`config.mk`:
```
export PLATFORM = sky130hd
export DESIGN_NAME = region_switch_led_controller_top
export DESIGN_NICKNAME = d
export VERILOG_FILES = /design/src/hdl/rsl_pkg.sv /design/src/hdl/rsl_div.sv /design/src/hdl/rsl_ctrl.sv /design/src/hdl/rsl_dp.sv /design/src/hdl/region_switch_led_controller_top.sv
export VERILOG_INCLUDE_DIRS = /design/src /design/src/hdl
export SDC_FILE = /design/constraint.sdc
export NUM_CORES = 1
export LEC_CHECK = 0
export ABC_CLOCK_PERIOD_IN_PS = 16200
export BUFFER_PORTS_ARGS = -buffer_cell sky130_fd_sc_hd__buf_2
export CAP_MARGIN = 20
export CORE_MARGIN = 5
export CORE_UTILIZATION = 25
export DETAILED_ROUTE_END_ITERATION = 8
export PLACE_DENSITY_LB_ADDON = 0.12
export RECOVER_POWER = 50
export SYNTH_ARGS = -nofsm -noshare
export SYNTH_HDL_FRONTEND = slang
export SYNTH_SLANG_ARGS = --single-unit
```
`constraint.sdc`:
```
create_clock -name clk -period 16.2 [get_ports clk]
set_input_delay 3.24 -clock clk [delete_from_list [all_inputs] [get_ports clk]]
set_output_delay 3.24 -clock clk [all_outputs]
set_load 0.005 [all_outputs]
```
`src/hdl/region_switch_led_controller_top_macros.svh`:
```
// Assertion macros for the region switch LED controller.
// Used by the top level; no other dependencies.
`ifndef REGION_SWITCH_LED_CONTROLLER_TOP_MACROS_SVH
`define REGION_SWITCH_LED_CONTROLLER_TOP_MACROS_SVH
`ifndef SYNTHESIS
// Condition a must be followed by condition b in the same cycle.
`define RSL_ASSERT_IMPLIES(lbl, a, b, msg) \
    lbl: assert property (@(posedge clk) disable iff (!rst_n) (a) |-> (b)) \
        else $error(msg);
// Condition a must be followed by condition b in the next cycle.
`define RSL_ASSERT_NEXT(lbl, a, b, msg) \
    lbl: assert property (@(posedge clk) disable iff (!rst_n) (a) |=> (b)) \
        else $error(msg);
`else
`define RSL_ASSERT_IMPLIES(lbl, a, b, msg)
`define RSL_ASSERT_NEXT(lbl, a, b, msg)
`endif
`endif

```
`src/hdl/rsl_pkg.sv`:
```
// Shared types and constants of the region switch LED controller.
// No dependencies; imported by every module of the block.
package rsl_pkg;

    // Field widths.
    localparam int TIME_W   = 32;
    localparam int CFG_W    = 24;
    localparam int PERIOD_W = CFG_W + 1;
    localparam int LIMIT_W  = PERIOD_W + 3;
    localparam int LEVEL_W  = 16;
    localparam int REGION_W = 2;
    localparam int MAP_W    = 6;
    localparam int CMD_W    = 3;
    localparam int IDX_W    = 3;
    localparam int BLINK_W  = 3;

    // Number of supported regions.
    localparam int REGIONS = 3;

    // Host command codes.
    localparam logic [CMD_W-1:0] CMD_TICK   = 3'd0;
    localparam logic [CMD_W-1:0] CMD_SYNC   = 3'd1;
    localparam logic [CMD_W-1:0] CMD_SELECT = 3'd2;
    localparam logic [CMD_W-1:0] CMD_COMMIT = 3'd3;
    localparam logic [CMD_W-1:0] CMD_RESET  = 3'd4;
    localparam logic [CMD_W-1:0] CMD_STATUS = 3'd5;

    // Sync request codes.
    localparam logic [1:0] SREQ_NONE  = 2'd0;
    localparam logic [1:0] SREQ_START = 2'd1;
    localparam logic [1:0] SREQ_STOP  = 2'd2;

    // LED modes.
    localparam logic [1:0] LED_STEADY  = 2'd0;
    localparam logic [1:0] LED_BLINK   = 2'd1;
    localparam logic [1:0] LED_BREATHE = 2'd2;

    // Configuration register indexes.
    localparam logic [IDX_W-1:0] CFG_LONG_PRESS = 3'd0;
    localparam logic [IDX_W-1:0] CFG_SYNC_PRESS = 3'd1;
    localparam logic [IDX_W-1:0] CFG_BLINK_DARK = 3'd2;
    localparam logic [IDX_W-1:0] CFG_BLINK_LIT  = 3'd3;
    localparam logic [IDX_W-1:0] CFG_RESET_HOLD = 3'd4;
    localparam logic [IDX_W-1:0] CFG_FULL_LEVEL = 3'd5;
    localparam logic [IDX_W-1:0] CFG_PIN_MAP    = 3'd6;
    localparam logic [IDX_W-1:0] CFG_START      = 3'd7;

    // Configuration reset values.
    localparam logic [CFG_W-1:0]    RST_LONG_PRESS = 24'd1000000;
    localparam logic [CFG_W-1:0]    RST_SYNC_PRESS = 24'd3000000;
    localparam logic [CFG_W-1:0]    RST_BLINK_DARK = 24'd150000;
    localparam logic [CFG_W-1:0]    RST_BLINK_LIT  = 24'd150000;
    localparam logic [CFG_W-1:0]    RST_RESET_HOLD = 24'd100000;
    localparam logic [LEVEL_W-1:0]  RST_FULL_LEVEL = 16'd65535;
    localparam logic [MAP_W-1:0]    RST_PIN_MAP    = 6'd13;
    localparam logic [REGION_W-1:0] RST_START      = 2'd0;

    // Breathing waveform: ten bits of time from bit ten upward, folded at the midpoint.
    localparam int               BREATHE_LSB  = 10;
    localparam int               BREATHE_W    = 10;
    localparam logic [BREATHE_W-1:0] BREATHE_MASK = 10'd1023;

    // Commands from the controller to the datapath.
    typedef struct packed {
        logic load_item;
        logic do_button;
        logic do_led;
        logic div_start;
        logic do_finish;
    } ctrl_cmd_t;

    // Status from the datapath to the controller.
    typedef struct packed {
        logic need_div;
        logic div_done;
        logic out_free;
    } ctrl_status_t;

endpackage

```
`src/hdl/rsl_div.sv`:
```
// Restoring remainder unit: one dividend bit per cycle.
// Depends on rsl_pkg for the time and period widths.
module rsl_div
    import rsl_pkg::*;
(
    input  logic                clk,
    input  logic                rst_n,
    input  logic                start,
    input  logic [TIME_W-1:0]   dividend,
    input  logic [PERIOD_W-1:0] divisor,
    output logic                done,
    output logic [PERIOD_W-1:0] remainder
);

    localparam int CNT_W = $clog2(TIME_W);
    localparam logic [CNT_W-1:0] CNT_LAST = CNT_W'(TIME_W - 1);

    logic                busy_reg, busy_next;
    logic                done_reg, done_next;
    logic [CNT_W-1:0]    cnt_reg, cnt_next;
    logic [PERIOD_W-1:0] rem_reg, rem_next;
    logic [TIME_W-1:0]   shift_reg, shift_next;
    logic [PERIOD_W:0]   trial;

    // One shift and conditional subtract per cycle.
    always_comb
    begin
        busy_next  = busy_reg;
        done_next  = 1'b0;
        cnt_next   = cnt_reg;
        rem_next   = rem_reg;
        shift_next = shift_reg;
        trial      = {rem_reg, shift_reg[TIME_W-1]};
        if (start)
        begin
            busy_next  = 1'b1;
            cnt_next   = '0;
            rem_next   = '0;
            shift_next = dividend;
        end
        else if (busy_reg)
        begin
            if (trial >= {1'b0, divisor})
                rem_next = PERIOD_W'(trial - {1'b0, divisor});
            else
                rem_next = trial[PERIOD_W-1:0];
            shift_next = {shift_reg[TIME_W-2:0], 1'b0};
            cnt_next   = cnt_reg + 1'b1;
            if (cnt_reg == CNT_LAST)
            begin
                busy_next = 1'b0;
                done_next = 1'b1;
            end
        end
    end

    // Control registers.
    always_ff @(posedge clk or negedge rst_n)
    begin
        if (!rst_n)
        begin
            busy_reg <= 1'b0;
            done_reg <= 1'b0;
            cnt_reg  <= '0;
        end
        else
        begin
            busy_reg <= busy_next;
            done_reg <= done_next;
            cnt_reg  <= cnt_next;
        end
    end

    // Working registers.
    always_ff @(posedge clk)
    begin
        rem_reg   <= rem_next;
        shift_reg <= shift_next;
    end

    assign done      = done_reg;
    assign remainder = rem_reg;

endmodule

```
`src/hdl/rsl_ctrl.sv`:
```
// Sequencing state machine of the region switch LED controller.
// Depends on rsl_pkg for the command and status structs.
module rsl_ctrl
    import rsl_pkg::*;
(
    input  logic         clk,
    input  logic         rst_n,
    input  logic         in_valid,
    output logic         in_ready,
    input  ctrl_status_t status,
    output ctrl_cmd_t    cmd
);

    typedef enum logic [2:0] {
        S_IDLE,
        S_BUTTON,
        S_LED,
        S_CHECK,
        S_DIV,
        S_FINISH
    } state_t;

    state_t state_reg, state_next;
    logic   in_ready_reg;

    // Next state.
    always_comb
    begin
        state_next = state_reg;
        unique case (state_reg)
            S_IDLE:   if (in_valid) state_next = S_BUTTON;
            S_BUTTON: state_next = S_LED;
            S_LED:    state_next = S_CHECK;
            S_CHECK:  state_next = status.need_div ? S_DIV : S_FINISH;
            S_DIV:    if (status.div_done) state_next = S_FINISH;
            S_FINISH: if (status.out_free) state_next = S_IDLE;
            default:  state_next = S_IDLE;
        endcase
    end

    // State and the registered input ready.
    always_ff @(posedge clk or negedge rst_n)
    begin
        if (!rst_n)
        begin
            state_reg    <= S_IDLE;
            in_ready_reg <= 1'b1;
        end
        else
        begin
            state_reg    <= state_next;
            in_ready_reg <= (state_next == S_IDLE);
        end
    end

    // Commands decoded from the state.
    always_comb
    begin
        cmd.load_item = in_valid && in_ready_reg;
        cmd.do_button = (state_reg == S_BUTTON);
        cmd.do_led    = (state_reg == S_LED);
        cmd.div_start = (state_reg == S_CHECK) && status.need_div;
        cmd.do_finish = (state_reg == S_FINISH) && status.out_free;
    end

    assign in_ready = in_ready_reg;

endmodule

```
`src/hdl/rsl_dp.sv`:
```
// Datapath of the region switch LED controller: configuration, press
// tracking, LED state and the result register. Depends on rsl_pkg, rsl_div.
module rsl_dp
    import rsl_pkg::*;
(
    input  logic                clk,
    input  logic                rst_n,
    input  logic                cfg_we,
    input  logic [IDX_W-1:0]    cfg_index,
    input  logic [CFG_W-1:0]    cfg_data,
    input  logic [CMD_W-1:0]    cmd,
    input  logic [TIME_W-1:0]   time_us,
    input  logic                button_down,
    input  logic                sync_active,
    input  logic [REGION_W-1:0] region_pick,
    input  ctrl_cmd_t           ctrl,
    output ctrl_status_t        status,
    output logic                out_valid,
    input  logic                out_ready,
    output logic [LEVEL_W-1:0]  led_level,
    output logic                lang_pin,
    output logic                fmt_pin,
    output logic                reset_drive,
    output logic [1:0]          sync_request,
    output logic                status_valid,
    output logic [REGION_W-1:0] active_region,
    output logic [REGION_W-1:0] chosen_region
);

    localparam logic [REGION_W:0] NUM_REGIONS = (REGION_W + 1)'(REGIONS);

    // Configuration registers.
    logic [CFG_W-1:0]    long_reg, long_next;
    logic [CFG_W-1:0]    sync_reg, sync_next;
    logic [CFG_W-1:0]    dark_reg, dark_next;
    logic [CFG_W-1:0]    lit_reg, lit_next;
    logic [CFG_W-1:0]    hold_reg, hold_next;
    logic [LEVEL_W-1:0]  full_reg, full_next;
    logic [MAP_W-1:0]    map_reg, map_next;

    // Block state.
    logic [REGION_W-1:0] active_reg, active_next;
    logic [REGION_W-1:0] chosen_reg, chosen_next;
    logic                syncing_reg, syncing_next;
    logic                sent_reg, sent_next;
    logic                was_down_reg, was_down_next;
    logic [TIME_W-1:0]   press_start_reg, press_start_next;
    logic [1:0]          mode_reg, mode_next;
    logic [TIME_W-1:0]   mark_reg, mark_next;
    logic [BLINK_W-1:0]  blinks_reg, blinks_next;
    logic [TIME_W-1:0]   reset_end_reg, reset_end_next;
    logic                reset_on_reg, reset_on_next;
    logic [LEVEL_W-1:0]  held_reg, held_next;
    logic                ovalid_reg, ovalid_next;

    // Item and working registers.
    logic [CMD_W-1:0]    cmd_reg;
    logic [TIME_W-1:0]   now_reg;
    logic                btn_reg;
    logic                sact_reg;
    logic [REGION_W-1:0] pick_reg;
    logic [1:0]          sreq_reg, sreq_next;
    logic [TIME_W-1:0]   delta_reg, delta_next;
    logic [LIMIT_W-1:0]  limit_reg, limit_next;

    // Result registers.
    logic [LEVEL_W-1:0]  o_level_reg, o_level_next;
    logic                o_lang_reg, o_lang_next;
    logic                o_fmt_reg, o_fmt_next;
    logic                o_rst_reg, o_rst_next;
    logic [1:0]          o_sreq_reg, o_sreq_next;
    logic                o_stat_reg, o_stat_next;
    logic [REGION_W-1:0] o_active_reg, o_active_next;
    logic [REGION_W-1:0] o_chosen_reg, o_chosen_next;

    // Intermediate values.
    logic [PERIOD_W-1:0] period;
    logic [PERIOD_W-1:0] div_rem;
    logic [PERIOD_W-1:0] phase;
    logic                div_done;
    logic                expired;
    logic [TIME_W-1:0]   press_len;
    logic [TIME_W-1:0]   hold_start;
    logic [TIME_W-1:0]   held_len;
    logic [TIME_W-1:0]   since_end;
    logic [REGION_W:0]   step_region;
    logic [REGION_W-1:0] next_region;
    logic [BREATHE_W-1:0] wave;
    logic [BREATHE_W-1:0] fold;
    logic [7:0]          half;
    logic [REGION_W-1:0] start_clamp;
    logic [MAP_W+1:0]    map_ext;

    assign period  = {1'b0, dark_reg} + {1'b0, lit_reg};
    assign expired = delta_reg > {{(TIME_W - LIMIT_W){1'b0}}, limit_reg};

    // Remainder of the elapsed blink time by the blink period.
    rsl_div u_div (
        .clk       (clk),
        .rst_n     (rst_n),
        .start     (ctrl.div_start),
        .dividend  (delta_reg),
        .divisor   (period),
        .done      (div_done),
        .remainder (div_rem)
    );

    always_comb
    begin
        status.need_div = (mode_reg == LED_BLINK) && !expired && (period != '0);
        status.div_done = div_done;
        status.out_free = !ovalid_reg || out_ready;
    end

    // Next values of the state, step by step as the controller commands.
    always_comb
    begin
        long_next        = long_reg;
        sync_next        = sync_reg;
        dark_next        = dark_reg;
        lit_next         = lit_reg;
        hold_next        = hold_reg;
        full_next        = full_reg;
        map_next         = map_reg;
        active_next      = active_reg;
        chosen_next      = chosen_reg;
        syncing_next     = syncing_reg;
        sent_next        = sent_reg;
        was_down_next    = was_down_reg;
        press_start_next = press_start_reg;
        mode_next        = mode_reg;
        mark_next        = mark_reg;
        blinks_next      = blinks_reg;
        reset_end_next   = reset_end_reg;
        reset_on_next    = reset_on_reg;
        held_next        = held_reg;
        sreq_next        = sreq_reg;
        delta_next       = delta_reg;
        limit_next       = limit_reg;

        press_len   = now_reg - press_start_reg;
        hold_start  = was_down_reg ? press_start_reg : now_reg;
        held_len    = now_reg - hold_start;
        since_end   = now_reg - reset_end_reg;
        step_region = {1'b0, chosen_reg} + 1'b1;
        next_region = (step_region >= NUM_REGIONS) ? '0 : step_region[REGION_W-1:0];
        wave        = now_reg[BREATHE_LSB +: BREATHE_W];
        fold        = wave[BREATHE_W-1] ? (BREATHE_MASK - wave) : wave;
        half        = fold[8:1];
        phase       = (period != '0) ? div_rem : '0;
        start_clamp = ({1'b0, cfg_data[REGION_W-1:0]} < NUM_REGIONS) ?
                      cfg_data[REGION_W-1:0] : '0;

        // Reset pulse expiry and button handling.
        if (ctrl.do_button)
        begin
            sreq_next = SREQ_NONE;
            if (reset_on_reg && !since_end[TIME_W-1])
                reset_on_next = 1'b0;
            if (was_down_reg && !btn_reg)
            begin
                if (syncing_reg)
                    sreq_next = SREQ_STOP;
                else if (sent_reg)
                    sent_next = 1'b0;
                else if (press_len < {{(TIME_W - CFG_W){1'b0}}, long_reg})
                begin
                    active_next    = chosen_reg;
                    reset_on_next  = 1'b1;
                    reset_end_next = now_reg + {{(TIME_W - CFG_W){1'b0}}, hold_reg};
                end
                else
                begin
                    chosen_next = next_region;
                    mode_next   = LED_BLINK;
                    blinks_next = BLINK_W'(next_region) + 1'b1;
                    mark_next   = now_reg;
                end
            end
            else if (btn_reg)
            begin
                press_start_next = hold_start;
                if ((held_len > {{(TIME_W - CFG_W){1'b0}}, sync_reg}) && !sent_reg)
                begin
                    sreq_next = syncing_reg ? SREQ_STOP : SREQ_START;
                    sent_next = 1'b1;
                end
            end
            was_down_next = btn_reg;
        end

        // Blink timing operands.
        if (ctrl.do_led)
        begin
            delta_next = now_reg - mark_reg;
            limit_next = LIMIT_W'({3'b000, period}) * LIMIT_W'(blinks_reg);
        end

        // LED update, then the host command.
        if (ctrl.do_finish)
        begin
            if (mode_reg == LED_BLINK)
            begin
                if (expired)
                begin
                    mode_next = syncing_reg ? LED_BREATHE : LED_STEADY;
                    if (!syncing_reg)
                        held_next = full_reg;
                    blinks_next = '0;
                    mark_next   = now_reg;
                end
                else
                    held_next = (phase > {1'b0, dark_reg}) ? full_reg : '0;
            end
            else if (mode_reg == LED_BREATHE)
                held_next = {{(LEVEL_W - 8){1'b0}}, half} * {{(LEVEL_W - 8){1'b0}}, half};
            else
            begin
                mode_next = LED_STEADY;
                held_next = full_reg;
            end

            unique case (cmd_reg)
                CMD_SYNC:
                begin
                    syncing_next = sact_reg;
                    mode_next    = sact_reg ? LED_BREATHE : LED_STEADY;
                    blinks_next  = '0;
                    mark_next    = now_reg;
                end
                CMD_SELECT:
                begin
                    if ({1'b0, pick_reg} < NUM_REGIONS)
                    begin
                        chosen_next = pick_reg;
                        mode_next   = LED_BLINK;
                        blinks_next = BLINK_W'(pick_reg) + 1'b1;
                        mark_next   = now_reg;
                    end
                end
                CMD_COMMIT:
                    active_next = chosen_reg;
                CMD_RESET:
                begin
                    active_next    = chosen_reg;
                    reset_on_next  = 1'b1;
                    reset_end_next = now_reg + {{(TIME_W - CFG_W){1'b0}}, hold_reg};
                end
                default:
                begin
                end
            endcase
        end

        // Configuration writes; the start region also loads both regions.
        if (cfg_we)
        begin
            unique case (cfg_index)
                CFG_LONG_PRESS: long_next = cfg_data;
                CFG_SYNC_PRESS: sync_next = cfg_data;
                CFG_BLINK_DARK: dark_next = cfg_data;
                CFG_BLINK_LIT:  lit_next  = cfg_data;
                CFG_RESET_HOLD: hold_next = cfg_data;
                CFG_FULL_LEVEL: full_next = cfg_data[LEVEL_W-1:0];
                CFG_PIN_MAP:    map_next  = cfg_data[MAP_W-1:0];
                CFG_START:
                begin
                    active_next = start_clamp;
                    chosen_next = start_clamp;
                end
                default:
                begin
                end
            endcase
        end
    end

    // Result of the item, taken from the final state.
    always_comb
    begin
        map_ext       = {2'b00, map_reg};
        o_level_next  = held_next;
        o_lang_next   = map_ext[{active_next, 1'b0}];
        o_fmt_next    = map_ext[{active_next, 1'b1}];
        o_rst_next    = reset_on_next;
        o_sreq_next   = sreq_reg;
        o_stat_next   = (cmd_reg == CMD_STATUS);
        o_active_next = active_next;
        o_chosen_next = chosen_next;
        if (ctrl.do_finish)
            ovalid_next = 1'b1;
        else if (out_ready)
            ovalid_next = 1'b0;
        else
            ovalid_next = ovalid_reg;
    end

    // Configuration and state registers.
    always_ff @(posedge clk or negedge rst_n)
    begin
        if (!rst_n)
        begin
            long_reg        <= RST_LONG_PRESS;
            sync_reg        <= RST_SYNC_PRESS;
            dark_reg        <= RST_BLINK_DARK;
            lit_reg         <= RST_BLINK_LIT;
            hold_reg        <= RST_RESET_HOLD;
            full_reg        <= RST_FULL_LEVEL;
            map_reg         <= RST_PIN_MAP;
            active_reg      <= RST_START;
            chosen_reg      <= RST_START;
            syncing_reg     <= 1'b0;
            sent_reg        <= 1'b0;
            was_down_reg    <= 1'b0;
            press_start_reg <= '0;
            mode_reg        <= LED_STEADY;
            mark_reg        <= '0;
            blinks_reg      <= '0;
            reset_end_reg   <= '0;
            reset_on_reg    <= 1'b0;
            held_reg        <= RST_FULL_LEVEL;
            ovalid_reg      <= 1'b0;
        end
        else
        begin
            long_reg        <= long_next;
            sync_reg        <= sync_next;
            dark_reg        <= dark_next;
            lit_reg         <= lit_next;
            hold_reg        <= hold_next;
            full_reg        <= full_next;
            map_reg         <= map_next;
            active_reg      <= active_next;
            chosen_reg      <= chosen_next;
            syncing_reg     <= syncing_next;
            sent_reg        <= sent_next;
            was_down_reg    <= was_down_next;
            press_start_reg <= press_start_next;
            mode_reg        <= mode_next;
            mark_reg        <= mark_next;
            blinks_reg      <= blinks_next;
            reset_end_reg   <= reset_end_next;
            reset_on_reg    <= reset_on_next;
            held_reg        <= held_next;
            ovalid_reg      <= ovalid_next;
        end
    end

    // Item capture, working values and result payload.
    always_ff @(posedge clk)
    begin
        if (ctrl.load_item)
        begin
            cmd_reg  <= cmd;
            now_reg  <= time_us;
            btn_reg  <= button_down;
            sact_reg <= sync_active;
            pick_reg <= region_pick;
        end
        sreq_reg  <= sreq_next;
        delta_reg <= delta_next;
        limit_reg <= limit_next;
        if (ctrl.do_finish)
        begin
            o_level_reg  <= o_level_next;
            o_lang_reg   <= o_lang_next;
            o_fmt_reg    <= o_fmt_next;
            o_rst_reg    <= o_rst_next;
            o_sreq_reg   <= o_sreq_next;
            o_stat_reg   <= o_stat_next;
            o_active_reg <= o_active_next;
            o_chosen_reg <= o_chosen_next;
        end
    end

    // Result channel outputs.
    assign out_valid     = ovalid_reg;
    assign led_level     = o_level_reg;
    assign lang_pin      = o_lang_reg;
    assign fmt_pin       = o_fmt_reg;
    assign reset_drive   = o_rst_reg;
    assign sync_request  = o_sreq_reg;
    assign status_valid  = o_stat_reg;
    assign active_region = o_active_reg;
    assign chosen_region = o_chosen_reg;

endmodule

```
`src/hdl/region_switch_led_controller_top.sv`:
```
// Region switch LED controller: an item is taken while the sequencer is idle,
// passes the button, LED and check states and, while the LED blinks, the
// remainder unit that finds the blink phase; its result is registered once the
// output register is free. The next item can be taken in the cycle after the
// result enters the output register, so items do not overlap. Reset is
// asynchronous, active low, and restores the state and configuration defaults.
`include "region_switch_led_controller_top_macros.svh"
module region_switch_led_controller_top
    import rsl_pkg::*;
(
    input  logic                clk,
    input  logic                rst_n,
    input  logic                cfg_valid,
    output logic                cfg_ready,
    input  logic [IDX_W-1:0]    cfg_index,
    input  logic [CFG_W-1:0]    cfg_data,
    input  logic                in_valid,
    output logic                in_ready,
    input  logic [CMD_W-1:0]    cmd,
    input  logic [TIME_W-1:0]   time_us,
    input  logic                button_down,
    input  logic                sync_active,
    input  logic [REGION_W-1:0] region_pick,
    output logic                out_valid,
    input  logic                out_ready,
    output logic [LEVEL_W-1:0]  led_level,
    output logic                lang_pin,
    output logic                fmt_pin,
    output logic                reset_drive,
    output logic [1:0]          sync_request,
    output logic                status_valid,
    output logic [REGION_W-1:0] active_region,
    output logic [REGION_W-1:0] chosen_region
);

    ctrl_cmd_t    ctrl_cmd;
    ctrl_status_t ctrl_status;

    // Configuration transfers are always taken.
    assign cfg_ready = 1'b1;

    // Sequencer.
    rsl_ctrl u_ctrl (
        .clk      (clk),
        .rst_n    (rst_n),
        .in_valid (in_valid),
        .in_ready (in_ready),
        .status   (ctrl_status),
        .cmd      (ctrl_cmd)
    );

    // Datapath.
    rsl_dp u_dp (
        .clk           (clk),
        .rst_n         (rst_n),
        .cfg_we        (cfg_valid),
        .cfg_index     (cfg_index),
        .cfg_data      (cfg_data),
        .cmd           (cmd),
        .time_us       (time_us),
        .button_down   (button_down),
        .sync_active   (sync_active),
        .region_pick   (region_pick),
        .ctrl          (ctrl_cmd),
        .status        (ctrl_status),
        .out_valid     (out_valid),
        .out_ready     (out_ready),
        .led_level     (led_level),
        .lang_pin      (lang_pin),
        .fmt_pin       (fmt_pin),
        .reset_drive   (reset_drive),
        .sync_request  (sync_request),
        .status_valid  (status_valid),
        .active_region (active_region),
        .chosen_region (chosen_region)
    );

    // Checks on sequencing and the result.
    `RSL_ASSERT_NEXT(a_one_item_at_a_time, in_valid && in_ready, !in_ready, "input while busy")
    `RSL_ASSERT_IMPLIES(a_finish_room, ctrl_cmd.do_finish, !out_valid || out_ready, "result lost")
    `RSL_ASSERT_IMPLIES(a_sync_code, out_valid, sync_request <= SREQ_STOP, "bad sync request")
    `RSL_ASSERT_NEXT(a_div_latency, ctrl_cmd.div_start, !ctrl_status.div_done, "early remainder")

endmodule

```
After elaboration in Yosys (flattened, before gate mapping)

Cells that the tools add are included.

Mux-type cells: 108
Reduce and logical (&&, ||, !) cells: 33
$add $sub $neg: 12
Magnitude comparators: 10
Bitwise operators: 1
Multiply operators: 2
Equal/unequal tests: 21

Operators with widths:

| cell                                                 | number |
|---|---|
| two-way mux 32 bit                                   | 19 |
| subtractor 32 bit                                    | 4 |
| two-way mux 16 bit                                   | 6 |
| two-way mux 2 bit                                    | 37 |
| case mux 32 bit (2 select lines)                     | 1 |
| two-way mux 25 bit                                   | 2 |
| two-way mux 3 bit                                    | 12 |
| adder 32 x 24 -> 32 bit                              | 1 |
| > comparator 32 x 24 -> 1 bit                        | 1 |
| > comparator 32 x 28 -> 1 bit                        | 1 |
| less-than comparator 32 x 24 -> 1 bit                | 1 |
| multiplier 25 x 3 -> 28 bit                          | 1 |
| greater-or-equal comparator 26 x 25 -> 1 bit         | 1 |
| adder 24 x 24 -> 25 bit                              | 1 |
| > comparator 25 x 24 -> 1 bit                        | 1 |
| nonzero test 25 bit                                  | 1 |
| subtractor 25 bit                                    | 1 |
| equality test 3 bit (second input constant)          | 8 |
| two-way mux 1 bit                                    | 23 |
| equality test 3 x 2 -> 1 bit (second input constant) | 6 |
| case mux 3 bit (6 select lines)                      | 1 |
| multiplier 8 x 8 -> 16 bit                           | 1 |
| AND reduction 2 bit                                  | 8 |
| two-way mux 5 bit                                    | 2 |
| 24 further kinds                                     | 47 |

Output and inout bits: 29
Input bits: 71
Register bits: 463

Longest topological paths before layout

Gate-level depths: netlist (run 1).

Depth in word-level cells: 14
Mapped depth: 30
Depth with buffers taken out: 28

Hierarchy

From an unflattened synthesis (run 1), not the netlist that was laid out.

Cells, all modules: 3,623
Area total of the unflattened synthesis: 34,056.4 um^2

Modules (own cells, without submodules):

| module                           | seq. area each (um^2) | instances | cells an instance | area an instance (um^2) |
|---|---|---|---|---|
| rsl_dp                           | 10,612.7              | 1         | 3,133             | 29,415.7 |
| rsl_div                          | 1,636.6               | 1         | 464               | 4,406.7 |
| rsl_ctrl                         | 101.3                 | 1         | 24                | 222.7 |
| region_switch_led_controller_top | 0.0                   | 1         | 2                 | 11.3 |

Least setup slack after synthesis (run 1)

Ideal clock, no wire load.

Kind: register to register
Start: register u_dp.dark_reg[0]
End: register u_dp.o_level_reg[10] (netlist: u_dp.led_level[10]), data pin
Arrival: 5.418 ns
Data required time: 15.934 ns
Path buffers: 2
Stages on the path, launching flop included: 24
Path slack: 10.517 ns
Cell sequence: dfrtp_1 > ha_1 > fa_1 > a211oi_1 > o21bai_1 > a221oi_2 > o21ai_1 > a2111o_1 > nor4_1 > nand4_1 > nor4_4 > clkbuf_1 > nor2b_1 > ha_1 > and3_1 > nand3_1 > or4_1 > o21ai_0 > a21oi_1 > nor2_1 > a21oi_1 > o211a_1 > buf_4 > a221o_1

Word-level cells in the longest chain between the ends: 8

Ends and longest elaborated chain:

| what                              | line          | source |
|---|---|---|
| start, declared                   | rsl_dp.sv:35  | `logic [CFG_W-1:0] dark_reg, dark_next;` |
| start signal, assigned            | rsl_dp.sv:328 | `dark_reg <= dark_next;` |
| adder 24 x 24 -> 25 bit           | rsl_dp.sv:94  | `assign period = {1'b0, dark_reg} + {1'b0, lit_reg};` |
| nonzero test 25 bit               | rsl_dp.sv:150 | `phase = (period != '0) ? div_rem : '0;` |
| two-way mux 25 bit                | rsl_dp.sv:150 |  |
| > comparator 25 x 24 -> 1 bit (*) | rsl_dp.sv:213 | `held_next = (phase > {1'b0, dark_reg}) ? full_reg : '0;` |
| two-way mux 16 bit (*)            | rsl_dp.sv:213 |  |
| two-way mux 16 bit (*)            | rsl_dp.sv:204 | `if (expired)` |
| two-way mux 16 bit (*)            | rsl_dp.sv:202 | `if (mode_reg == LED_BLINK)` |
| two-way mux 16 bit (*)            | rsl_dp.sv:200 | `if (ctrl.do_finish)` |
| named net u_dp.held_next[10]      | rsl_dp.sv:53  | `logic [LEVEL_W-1:0] held_reg, held_next;` |
| end signal, assigned              | rsl_dp.sv:365 | `o_level_reg <= o_level_next;` |
| end, declared                     | rsl_dp.sv:67  | `logic [LEVEL_W-1:0] o_level_reg, o_level_next;` |

Mark *: on every way through the listed nets, which the timed path passes. The rest lies on a longest branch.
A chain may end at the register's enable or synchronous reset.

==> results.md, run 1 <==
- Once detail routing completed, the nets flagged for antenna violations numbered 0.
- The first detailed-routing pass ran for 5 iterations.
- The switching part of the total power is 44.3%.
- After technology mapping, the gate count stands at 3562.
- The fraction of layout instances using a drive strength above 1 is roughly an eighth.
- The clock passes through at most 3 buffers.
- The path with the worst hold slack has its endpoint at u_dp.map_reg[0].
- The critical path class is in2async.
- The most used flip-flop cell after synthesis is sky130_fd_sc_hd__dfrtp_1.
- The number of synthesized flops with an enable pin is approximately 160.
- The average via count per standard cell is roughly 4.6.
- At the pin with the least slew margin, the transition time is 5.80 ns.
- The share of total power in the clock network is 17.4%.
- The synthesized netlist net count is around 4000.
- The run finished, with violations left.
- Setup repair after global routing left no endpoint under its margin.
- The first-pass GRT wire length is 164000 µm.
- The worst hold path class is reg2reg.
- The floorplan step defined a core boundary enclosing 0.133 mm².
- Based on the critical path, the design can be clocked at up to 115 MHz.
- The worst-path cell with the longest stage delay is sky130_fd_sc_hd__clkbuf_1.
- The count of cells along the worst hold path is 2.
- Counting cells, the worst reg-to-reg path comes to 25.
- Relative to the synthesized area, the layout overhead comes to 14.3%.
- The final reports fail on max-capacitance violations, max-slew violations.
- The maximum level of the CTS H-tree is 3.
- The number of endpoints with negative hold slack in the final report came to 0.
- In this run, post-CTS hold repair placed 0 buffers.
- The overflow left after global routing is 0.
- The cell sitting at the root of the clock tree is a sky130_fd_sc_hd__clkbuf_16.
- The number of standard-cell rows in the floorplan is approximately 130.
- The sequential element share of the synthesized area is 37.1%.
- Dividing the detail-routed wire length by the instance count gives 19.6 µm.
- The number of design rule violations left after detail routing is 0.
- The share of synthesized registers carrying an async set or reset is 60.3%.
- The global-route usage over all layers is between 15 and 20%.
- The floorplan step defined a die boundary enclosing 0.141 mm².
- The share of power burned in combinational logic is 59.6%.
- The synthesized design spends more area on one cell type than any other, namely sky130_fd_sc_hd__dfrtp_1.
- 100 I/O pins were placed.
- The highest cell delay on the worst timing path is slightly below 4 ns.
- The part of the cycle the worst path needs is 53.8%.
- The total setup violations reported at the end of the flow is 0.
- The pin count of the biggest net entering global routing is 99.
- The signal on the critical path passes through clkbuf_1 > buf_4 > buf_4.
- The placer's final routability congestion estimate is slightly below 0.8.
- By area the synthesized netlist is led by sky130_fd_sc_hd__dfrtp_1 (15%), sky130_fd_sc_hd__edfxtp_1 (14%), sky130_fd_sc_hd__ha_1 (13%), sky130_fd_sc_hd__dfstp_2 (5.9%), sky130_fd_sc_hd__inv_1 (3.9%).
- In this run the most critical hold path is launched from u_dp.map_reg[0].
- The number of clock buffers inserted by TritonCTS is 66.
- The initial antenna violation count is 14.
- The HPWL after detailed placement is 82100 µm.
- The internal power component is 4.77 mW.
- The number of global-route vias before repair is 26000.
- The wire length reported by the detailed router is 107000 µm.
- STA classifies the critical path endpoint as an async pin.
- The source of the worst register-to-register timing path is u_dp.dark_reg[0].
- The maximum vdd drop is 97.9 µV.
- The max-capacitance violation count is 10.
- The count of different cell masters after synthesis is 94.
- The count of state elements after synthesis is 463.
- The clock sink count is 463.
- The leakage component of the power is 16.8 nW.
- The total number of vias is 25400.
- The critical path buffer and inverter count is 3.
- Summed over all nets, the switching power comes to 3.80 mW.
- The worst relative slew slack is -287%.
- The die is 375 µm tall.
- The data required time at the worst endpoint is 16.84 ns.
- Across all register-to-register paths, the minimum setup slack is 9.34 ns.
- Once the floorplan was initialized, standard cells occupied 25.0% of the core.
- Broken down by cell family, the worst path's largest delay share belongs to buffers and inverters.
- The clock latency at the later pin of the worst-skew pair is 0.65 ns.
- The worst setup path is launched from an input pin.
- The total count of max-transition violations in the final report came to 478.
- Per report_power, the sequential group accounts for 23.1% of the total.
- The worst-case setup slack after placement is ~9.2 ns.
- Across all setup checks in the final design, the least slack found is about 7.5 ns.
- The commonest cells after synthesis are sky130_fd_sc_hd__ha_1 (354), sky130_fd_sc_hd__inv_1 (348), sky130_fd_sc_hd__nand2_1 (346).
- The clock skew is 0.0309 ns.
- The worst-path maximum fanout is 98.
- The detailed router finished its first iteration with 1287 violations.
- The reg-to-reg critical path endpoint is u_dp.led_level[12].
- The clock transition at the registers of the reported paths is around 0.06 ns.
- The floorplan step set the die width to 375 µm.
- The post-cts sizing count is 0.
- In the final design database the tool counted 4137 nets.
- After synthesis, the mean cell area works out to 9.35 µm².
- The data arrival time of the critical path is 9.35 ns.
- The final total negative setup slack is 0 ns.
- The CTS tree is yes.
- The number of setup buffers added after CTS is 0.
- The power density over the cells is around 230 mW/mm².
- The most used cell along the critical path is sky130_fd_sc_hd__buf_4.
- During synthesis, Yosys emitted a total of 0 warnings.
- The most common cell in the synthesized netlist is sky130_fd_sc_hd__ha_1.
- The cell area after synthesis is ~0.033 mm².
- Buffers placed on the I/O ports in this run total 98.
- The shortest period the worst path allows is approximately 8.7 ns.
- The synthesized design devotes to its leading area cell type 15.3% of total area.
[worst reg2reg max path, cell delays in order (launching register included)]
cell and delay, ns:
sky130_fd_sc_hd__dfrtp_1 0.43, sky130_fd_sc_hd__ha_1 0.25, sky130_fd_sc_hd__fa_1 0.48, sky130_fd_sc_hd__a211oi_1 0.34, sky130_fd_sc_hd__o21bai_1 0.20, sky130_fd_sc_hd__a221oi_2 0.37, sky130_fd_sc_hd__o21ai_1 0.14, sky130_fd_sc_hd__a2111o_1 0.43
sky130_fd_sc_hd__nor4_1 0.38, sky130_fd_sc_hd__nand4_1 0.21, sky130_fd_sc_hd__nor4_4 0.23, sky130_fd_sc_hd__buf_4 0.34, sky130_fd_sc_hd__nor2b_1 0.11, sky130_fd_sc_hd__ha_1 0.30, sky130_fd_sc_hd__nor2b_1 0.14, sky130_fd_sc_hd__o21a_1 0.12
sky130_fd_sc_hd__o21a_1 0.11, sky130_fd_sc_hd__o211ai_1 0.07, sky130_fd_sc_hd__a21boi_0 0.14, sky130_fd_sc_hd__o21ai_0 0.10, sky130_fd_sc_hd__a211o_1 0.30, sky130_fd_sc_hd__a21oi_1 0.50, sky130_fd_sc_hd__nor2_1 0.09, sky130_fd_sc_hd__a21oi_1 0.19
sky130_fd_sc_hd__o211a_1 0.48, sky130_fd_sc_hd__a221o_1 0.27
[routing by layer]
layer	share of wire [%]	track usage (%)
met4	1.9	3.11
met5	0	0
met1	50	21.5
met2	45	24.5
met3	3.3	2.29
[worst max path at each step]
stage	startpoint	endpoint	slack, ns	depth (start not counted)
finish	rst_n	u_dp.reset_end_reg[27]	7.49	3
global route	rst_n	u_dp.reset_end_reg[27]	6.27	3
CTS	u_dp.now_reg[0]	u_dp.reset_drive	9.18	28
detailed placement	u_dp.now_reg[0]	u_dp.reset_drive	9.21	28
global placement	u_dp.now_reg[0]	u_dp.reset_end_reg[0]	9.20	27
floorplan	u_dp.dark_reg[0]	u_dp.led_level[10]	10.52	23
[layout by cell type, fill, tap and decap left out, types with 55 or more instances in the layout]
cell / Yosys / final
sky130_fd_sc_hd__a21o_1: 108 / 108
sky130_fd_sc_hd__buf_2: 16 / 91
sky130_fd_sc_hd__mux2_2: 98 / 98
sky130_fd_sc_hd__nor2_1: 258 / 257
sky130_fd_sc_hd__ha_1: 354 / 354
sky130_fd_sc_hd__clkbuf_16: 0 / 68
sky130_fd_sc_hd__fa_1: 55 / 55
sky130_fd_sc_hd__nand2_1: 346 / 346
sky130_fd_sc_hd__a21oi_1: 227 / 227
sky130_fd_sc_hd__xnor2_1: 122 / 122
sky130_fd_sc_hd__inv_1: 348 / 348
sky130_fd_sc_hd__nor2b_1: 74 / 74
sky130_fd_sc_hd__dfstp_2: 75 / 75
sky130_fd_sc_hd__o21ai_0: 255 / 255
sky130_fd_sc_hd__edfxtp_1: 159 / 159
sky130_fd_sc_hd__dfrtp_1: 204 / 202
[cell families after synthesis]
logic type               Yosys count  share of synthesized area, %
XOR/XNOR                         168                          4.42
AND/OR/NAND/NOR                  988                          14.0
adder cells (fa/ha/maj)          409                          16.6
flip-flops                       463                          37.1
AO/OA/AOI/OAI                    928                          17.7
other                              1                        0.0113
multiplexers                     146                          4.76
buffers and inverters            459                          5.40
[layout make-up]
cell class	count	area, µm²
Timing Repair Buffer	138	785
Antenna cell	4	10.0
Inverter	348	1310
Clock inverter	27	317
Fill cell	14100	94900
Tap cell	1768	2210
Sequential cell	463	12400
Clock buffer	94	1890
Multi-Input combinational cell	2640	19200
[power groups by stage]
stage                     Combinational, mW  Sequential, mW  Clock, mW
after detailed placement               5.12            1.99          0
final                                  5.11            1.98       1.49
after global placement                 5.14            2.01          0
after CTS                              5.19            1.97       1.55
after global routing                   5.85            2.02       1.59
after floorplan                        3.87            1.89          0
[per-stage QoR]
stage	util (%)	instances	power [mW]	hold slack, ns	cell area, µm²
final	28.6	5482	8.57	0.479	38100
after global routing	28.6	5478	9.46	0.493	38000
after CTS	28.7	5478	8.71	0.481	38100
after detailed placement	27.0	5357	7.11	0.470	35900
after global placement	27.0	5354	7.15	0.459	35800
after floorplan	-	3562	5.76	0.400	33300
No activity file was read; power rests on OpenSTA's default activity.
==> inputs of run 2 (changes only) <==
- ABC_CLOCK_PERIOD_IN_PS: 16200 -> 8200
- clock period: 16.2 -> 8.2 ns (I/O delays scaled with it)
==> run 2 against run 1 <==
Against the previous run:
- the flow still finishes with violations (max-capacitance violations, max-slew violations)
- clock skew up 0.011 ns
- utilization down 0.092 points
- worst setup slack worse by 6.1 ns
- combinational power up 98%
- total power up 96%
- sequential share of layout area up 0.10 points
- via count up 0.94%
- global-route usage about the same
- critical path depth up 25
- die area unchanged
- critical path type is now reg2reg
==> results.md, run 2 (synthesis results as in run 1) <==
- The number of standard-cell rows in the floorplan is 134.
- The top achievable clock speed is 146 MHz.
- Across the routed clock network, the largest skew measured is 0.0421 ns.
- In the final routed layout, each cell accounts on average for ~20 µm.
- In this run the remaining antenna-violating nets after routing total 0.
- The worst-case reg-to-reg path depth is 28.
- The count of cells along the worst hold path is 2.
- The flow ran to the end, but the final reports show violations.
- Of the available clock period, the critical path in the final layout requires between 80% and 90%.
- The smallest clock period supported by the final layout is computed as 6.83 ns.
- The power consumption is 16.8 mW.
- The number of global-route vias before repair was 26300.
- For the worst-skew pair, the clock arrives at the later sink with an insertion delay of 0.69 ns.
- The number of design rule violations left after detail routing is 0.
- Of all nets on the critical path, the largest fanout is 46.
- The floorplan step set the die width to 375 µm.
- The source of the worst register-to-register timing path is u_dp.now_reg[0].
- The number of placed instances with taps included is 5357.
- At the worst endpoint, the required time is 8.76 ns.
- Setup violations remaining at the end of the flow were counted as 0.
- The overflow left after global routing is 0.
- The worst-case IR drop observed on VDD is approximately 200 µV.
- The leakage component of the power is 16.8 nW.
- For the final routed database, the setup TNS stands at 0 ns.
- The type of element capturing the critical path is a register.
- The total setup buffers inserted after CTS is 0.
- The number of clock buffers inserted by TritonCTS is 61.
- The end-of-flow core utilization is 28.5%.
- The max-capacitance violation count is 13.
- Cells with a size suffix above 1 make up between 10% and 20% of the layout.
- Global routing consumed, over all layers together, 15.1% of the routing resources.
- The clock tree root buffer cell is sky130_fd_sc_hd__clkbuf_16.
- The highest cell delay on the worst timing path is 0.61 ns.
- Counting the fill cells in the layout gives roughly 14000.
- The tightest min-delay check is of the reg2reg type.
- The worst setup path is of the reg2reg kind.
- The clock tree buffer depth is 3.
- The worst setup path is launched from a register.
- The power density over the cells is roughly 440 mW/mm².
- Summed over all layers, the routed wires come to 107000 µm.
- Detailed placement finished with a half-perimeter wire length of 82900 µm.
- The floorplan step set the die height to ~370 µm.
- The total count of max-transition violations in the final report was 666.
- In this run the critical register-to-register path is captured at u_dp.mark_reg[31].
- The pin count of the biggest net entering global routing is 96.
- The core region is between 0.1 and 0.15 mm².
- The library cell used most frequently in the layout, excluding fill and tap cells, is sky130_fd_sc_hd__ha_1.
- For this block, the initial DRC count from the detailed router was around 1300.
- The worst-path cell with the longest stage delay is sky130_fd_sc_hd__or4_4.
- The clock sink count is 463.
- The data arrival time of the critical path is roughly 7.4 ns.
- The transition time at the pin with the least slew margin is about 3.8 ns.
- The routed layout has 25700 vias.
- The worst min-delay path startpoint is u_dp.map_reg[1].
- The first-pass GRT wire length is 164000 µm.
- The area growth from synthesis to layout is 13.9%.
- The placer's final routability congestion estimate is 0.801.
- The worst hold path terminates at u_dp.map_reg[1].
- The initial antenna violation count is 12.
- During I/O placement, the number of pins put on the boundary was 100.
- Post-CTS repair changed the size of 0 cells.
- The H-tree generated during clock tree synthesis spans 2 levels.
- The hold-fix buffer count after cts is 0.
- Setup repair after global routing left no endpoint under its margin.
- The first TritonRoute pass finished after 5 iterations.
- The worst relative slew slack is -151%.
- The count of buffers added on input and output ports is ~100.
- For this configuration, the core starts out at a cell density of between 20% and 30%.
- The count of non-filler cells in the finished layout is ~5500.
- TritonCTS built the clock tree.
- Clock-pin slew was measured on the worst setup and hold paths at 0.06 ns.
- In the layout the commonest cells are sky130_fd_sc_hd__ha_1 (354), sky130_fd_sc_hd__inv_1 (348), sky130_fd_sc_hd__nand2_1 (346).
- At the end of the flow, the number of nets in the layout was slightly above 4000.
- The number of endpoints with negative hold slack in the final report is 0.
- The setup slack of the most critical reg-to-reg path is 1.37 ns.
- The floorplan step defined a die boundary enclosing 0.141 mm².
- The average via count per standard cell is approximately 4.7.
- The checks that failed: max-capacitance violations, max-slew violations.
## run 2: cell count changes in the layout (fill, tap and decap cells not counted), sizes merged
cell and delta:
clkbuf -10, buf -8, clkinvlp +4, bufinv +2, diode -2, clkinv +6, inv +1
## run 2: area by class of cell
cell class | instances | area, µm² | area share (%)
timing repair buffer | 138 | 771 | 2.03
clock buffer | 76 | 1670 | 4.41
tap | 1768 | 2210 | 5.83
sequential | 463 | 12400 | 32.6
antenna | 2 | 5.00 | 0.0132
multi-input combinational | 2640 | 19200 | 50.6
clock inverter | 40 | 417 | 1.10
inverter | 348 | 1310 | 3.44
## run 2: power by group
part           switching, mW  internal, mW
Clock                   1.14          1.67
Sequential             0.467          3.45
Combinational           5.90          4.19
Total                   7.51          9.30
## run 2: critical path: cells and delay by family (launching register included)
kind	cells	cell delay [ns]
AND/OR/NAND/NOR	10	2.42
AO/OA/AOI/OAI	9	1.89
adder cells (fa/ha/maj)	3	0.89
buffers and inverters	4	0.55
flip-flops	1	0.45
multiplexers	1	0.33
XOR/XNOR	1	0.15
## run 2: worst max path at each step
stage,startpoint,end,slack [ns],depth (start not counted)
after floorplan,u_dp.dark_reg[0],u_dp.led_level[10],2.52,23
after global placement,u_dp.now_reg[1],u_dp.mark_reg[31],1.26,22
after detailed placement,u_dp.now_reg[1],u_dp.mark_reg[31],1.25,23
after CTS,u_dp.now_reg[1],u_dp.mark_reg[31],1.25,23
after global routing,rst_n,u_dp.reset_end_reg[27],0.54,2
final,u_dp.now_reg[0],u_dp.mark_reg[31],1.37,28
## run 2: routing by layer
metal | GRT usage (%) | vias to the layer above | routed length [µm]
met5 | 0 | - | 0
met4 | 2.94 | 0 | 1770
met3 | 1.68 | 91 | 3580
met2 | 24.9 | 360 | 49300
met1 | 21.5 | 12400 | 52700
li1 | - | 12800 | -
## run 2: through the flow
step                      setup WS (ns)  area (µm²)  hold slack (ns)
after global routing              0.544       37900            0.501
after CTS                          1.25       38000            0.485
after global placement             1.26       35900            0.461
after detailed placement           1.25       35900            0.471
final                              1.37       37900            0.476
after floorplan                    2.52       33300            0.400
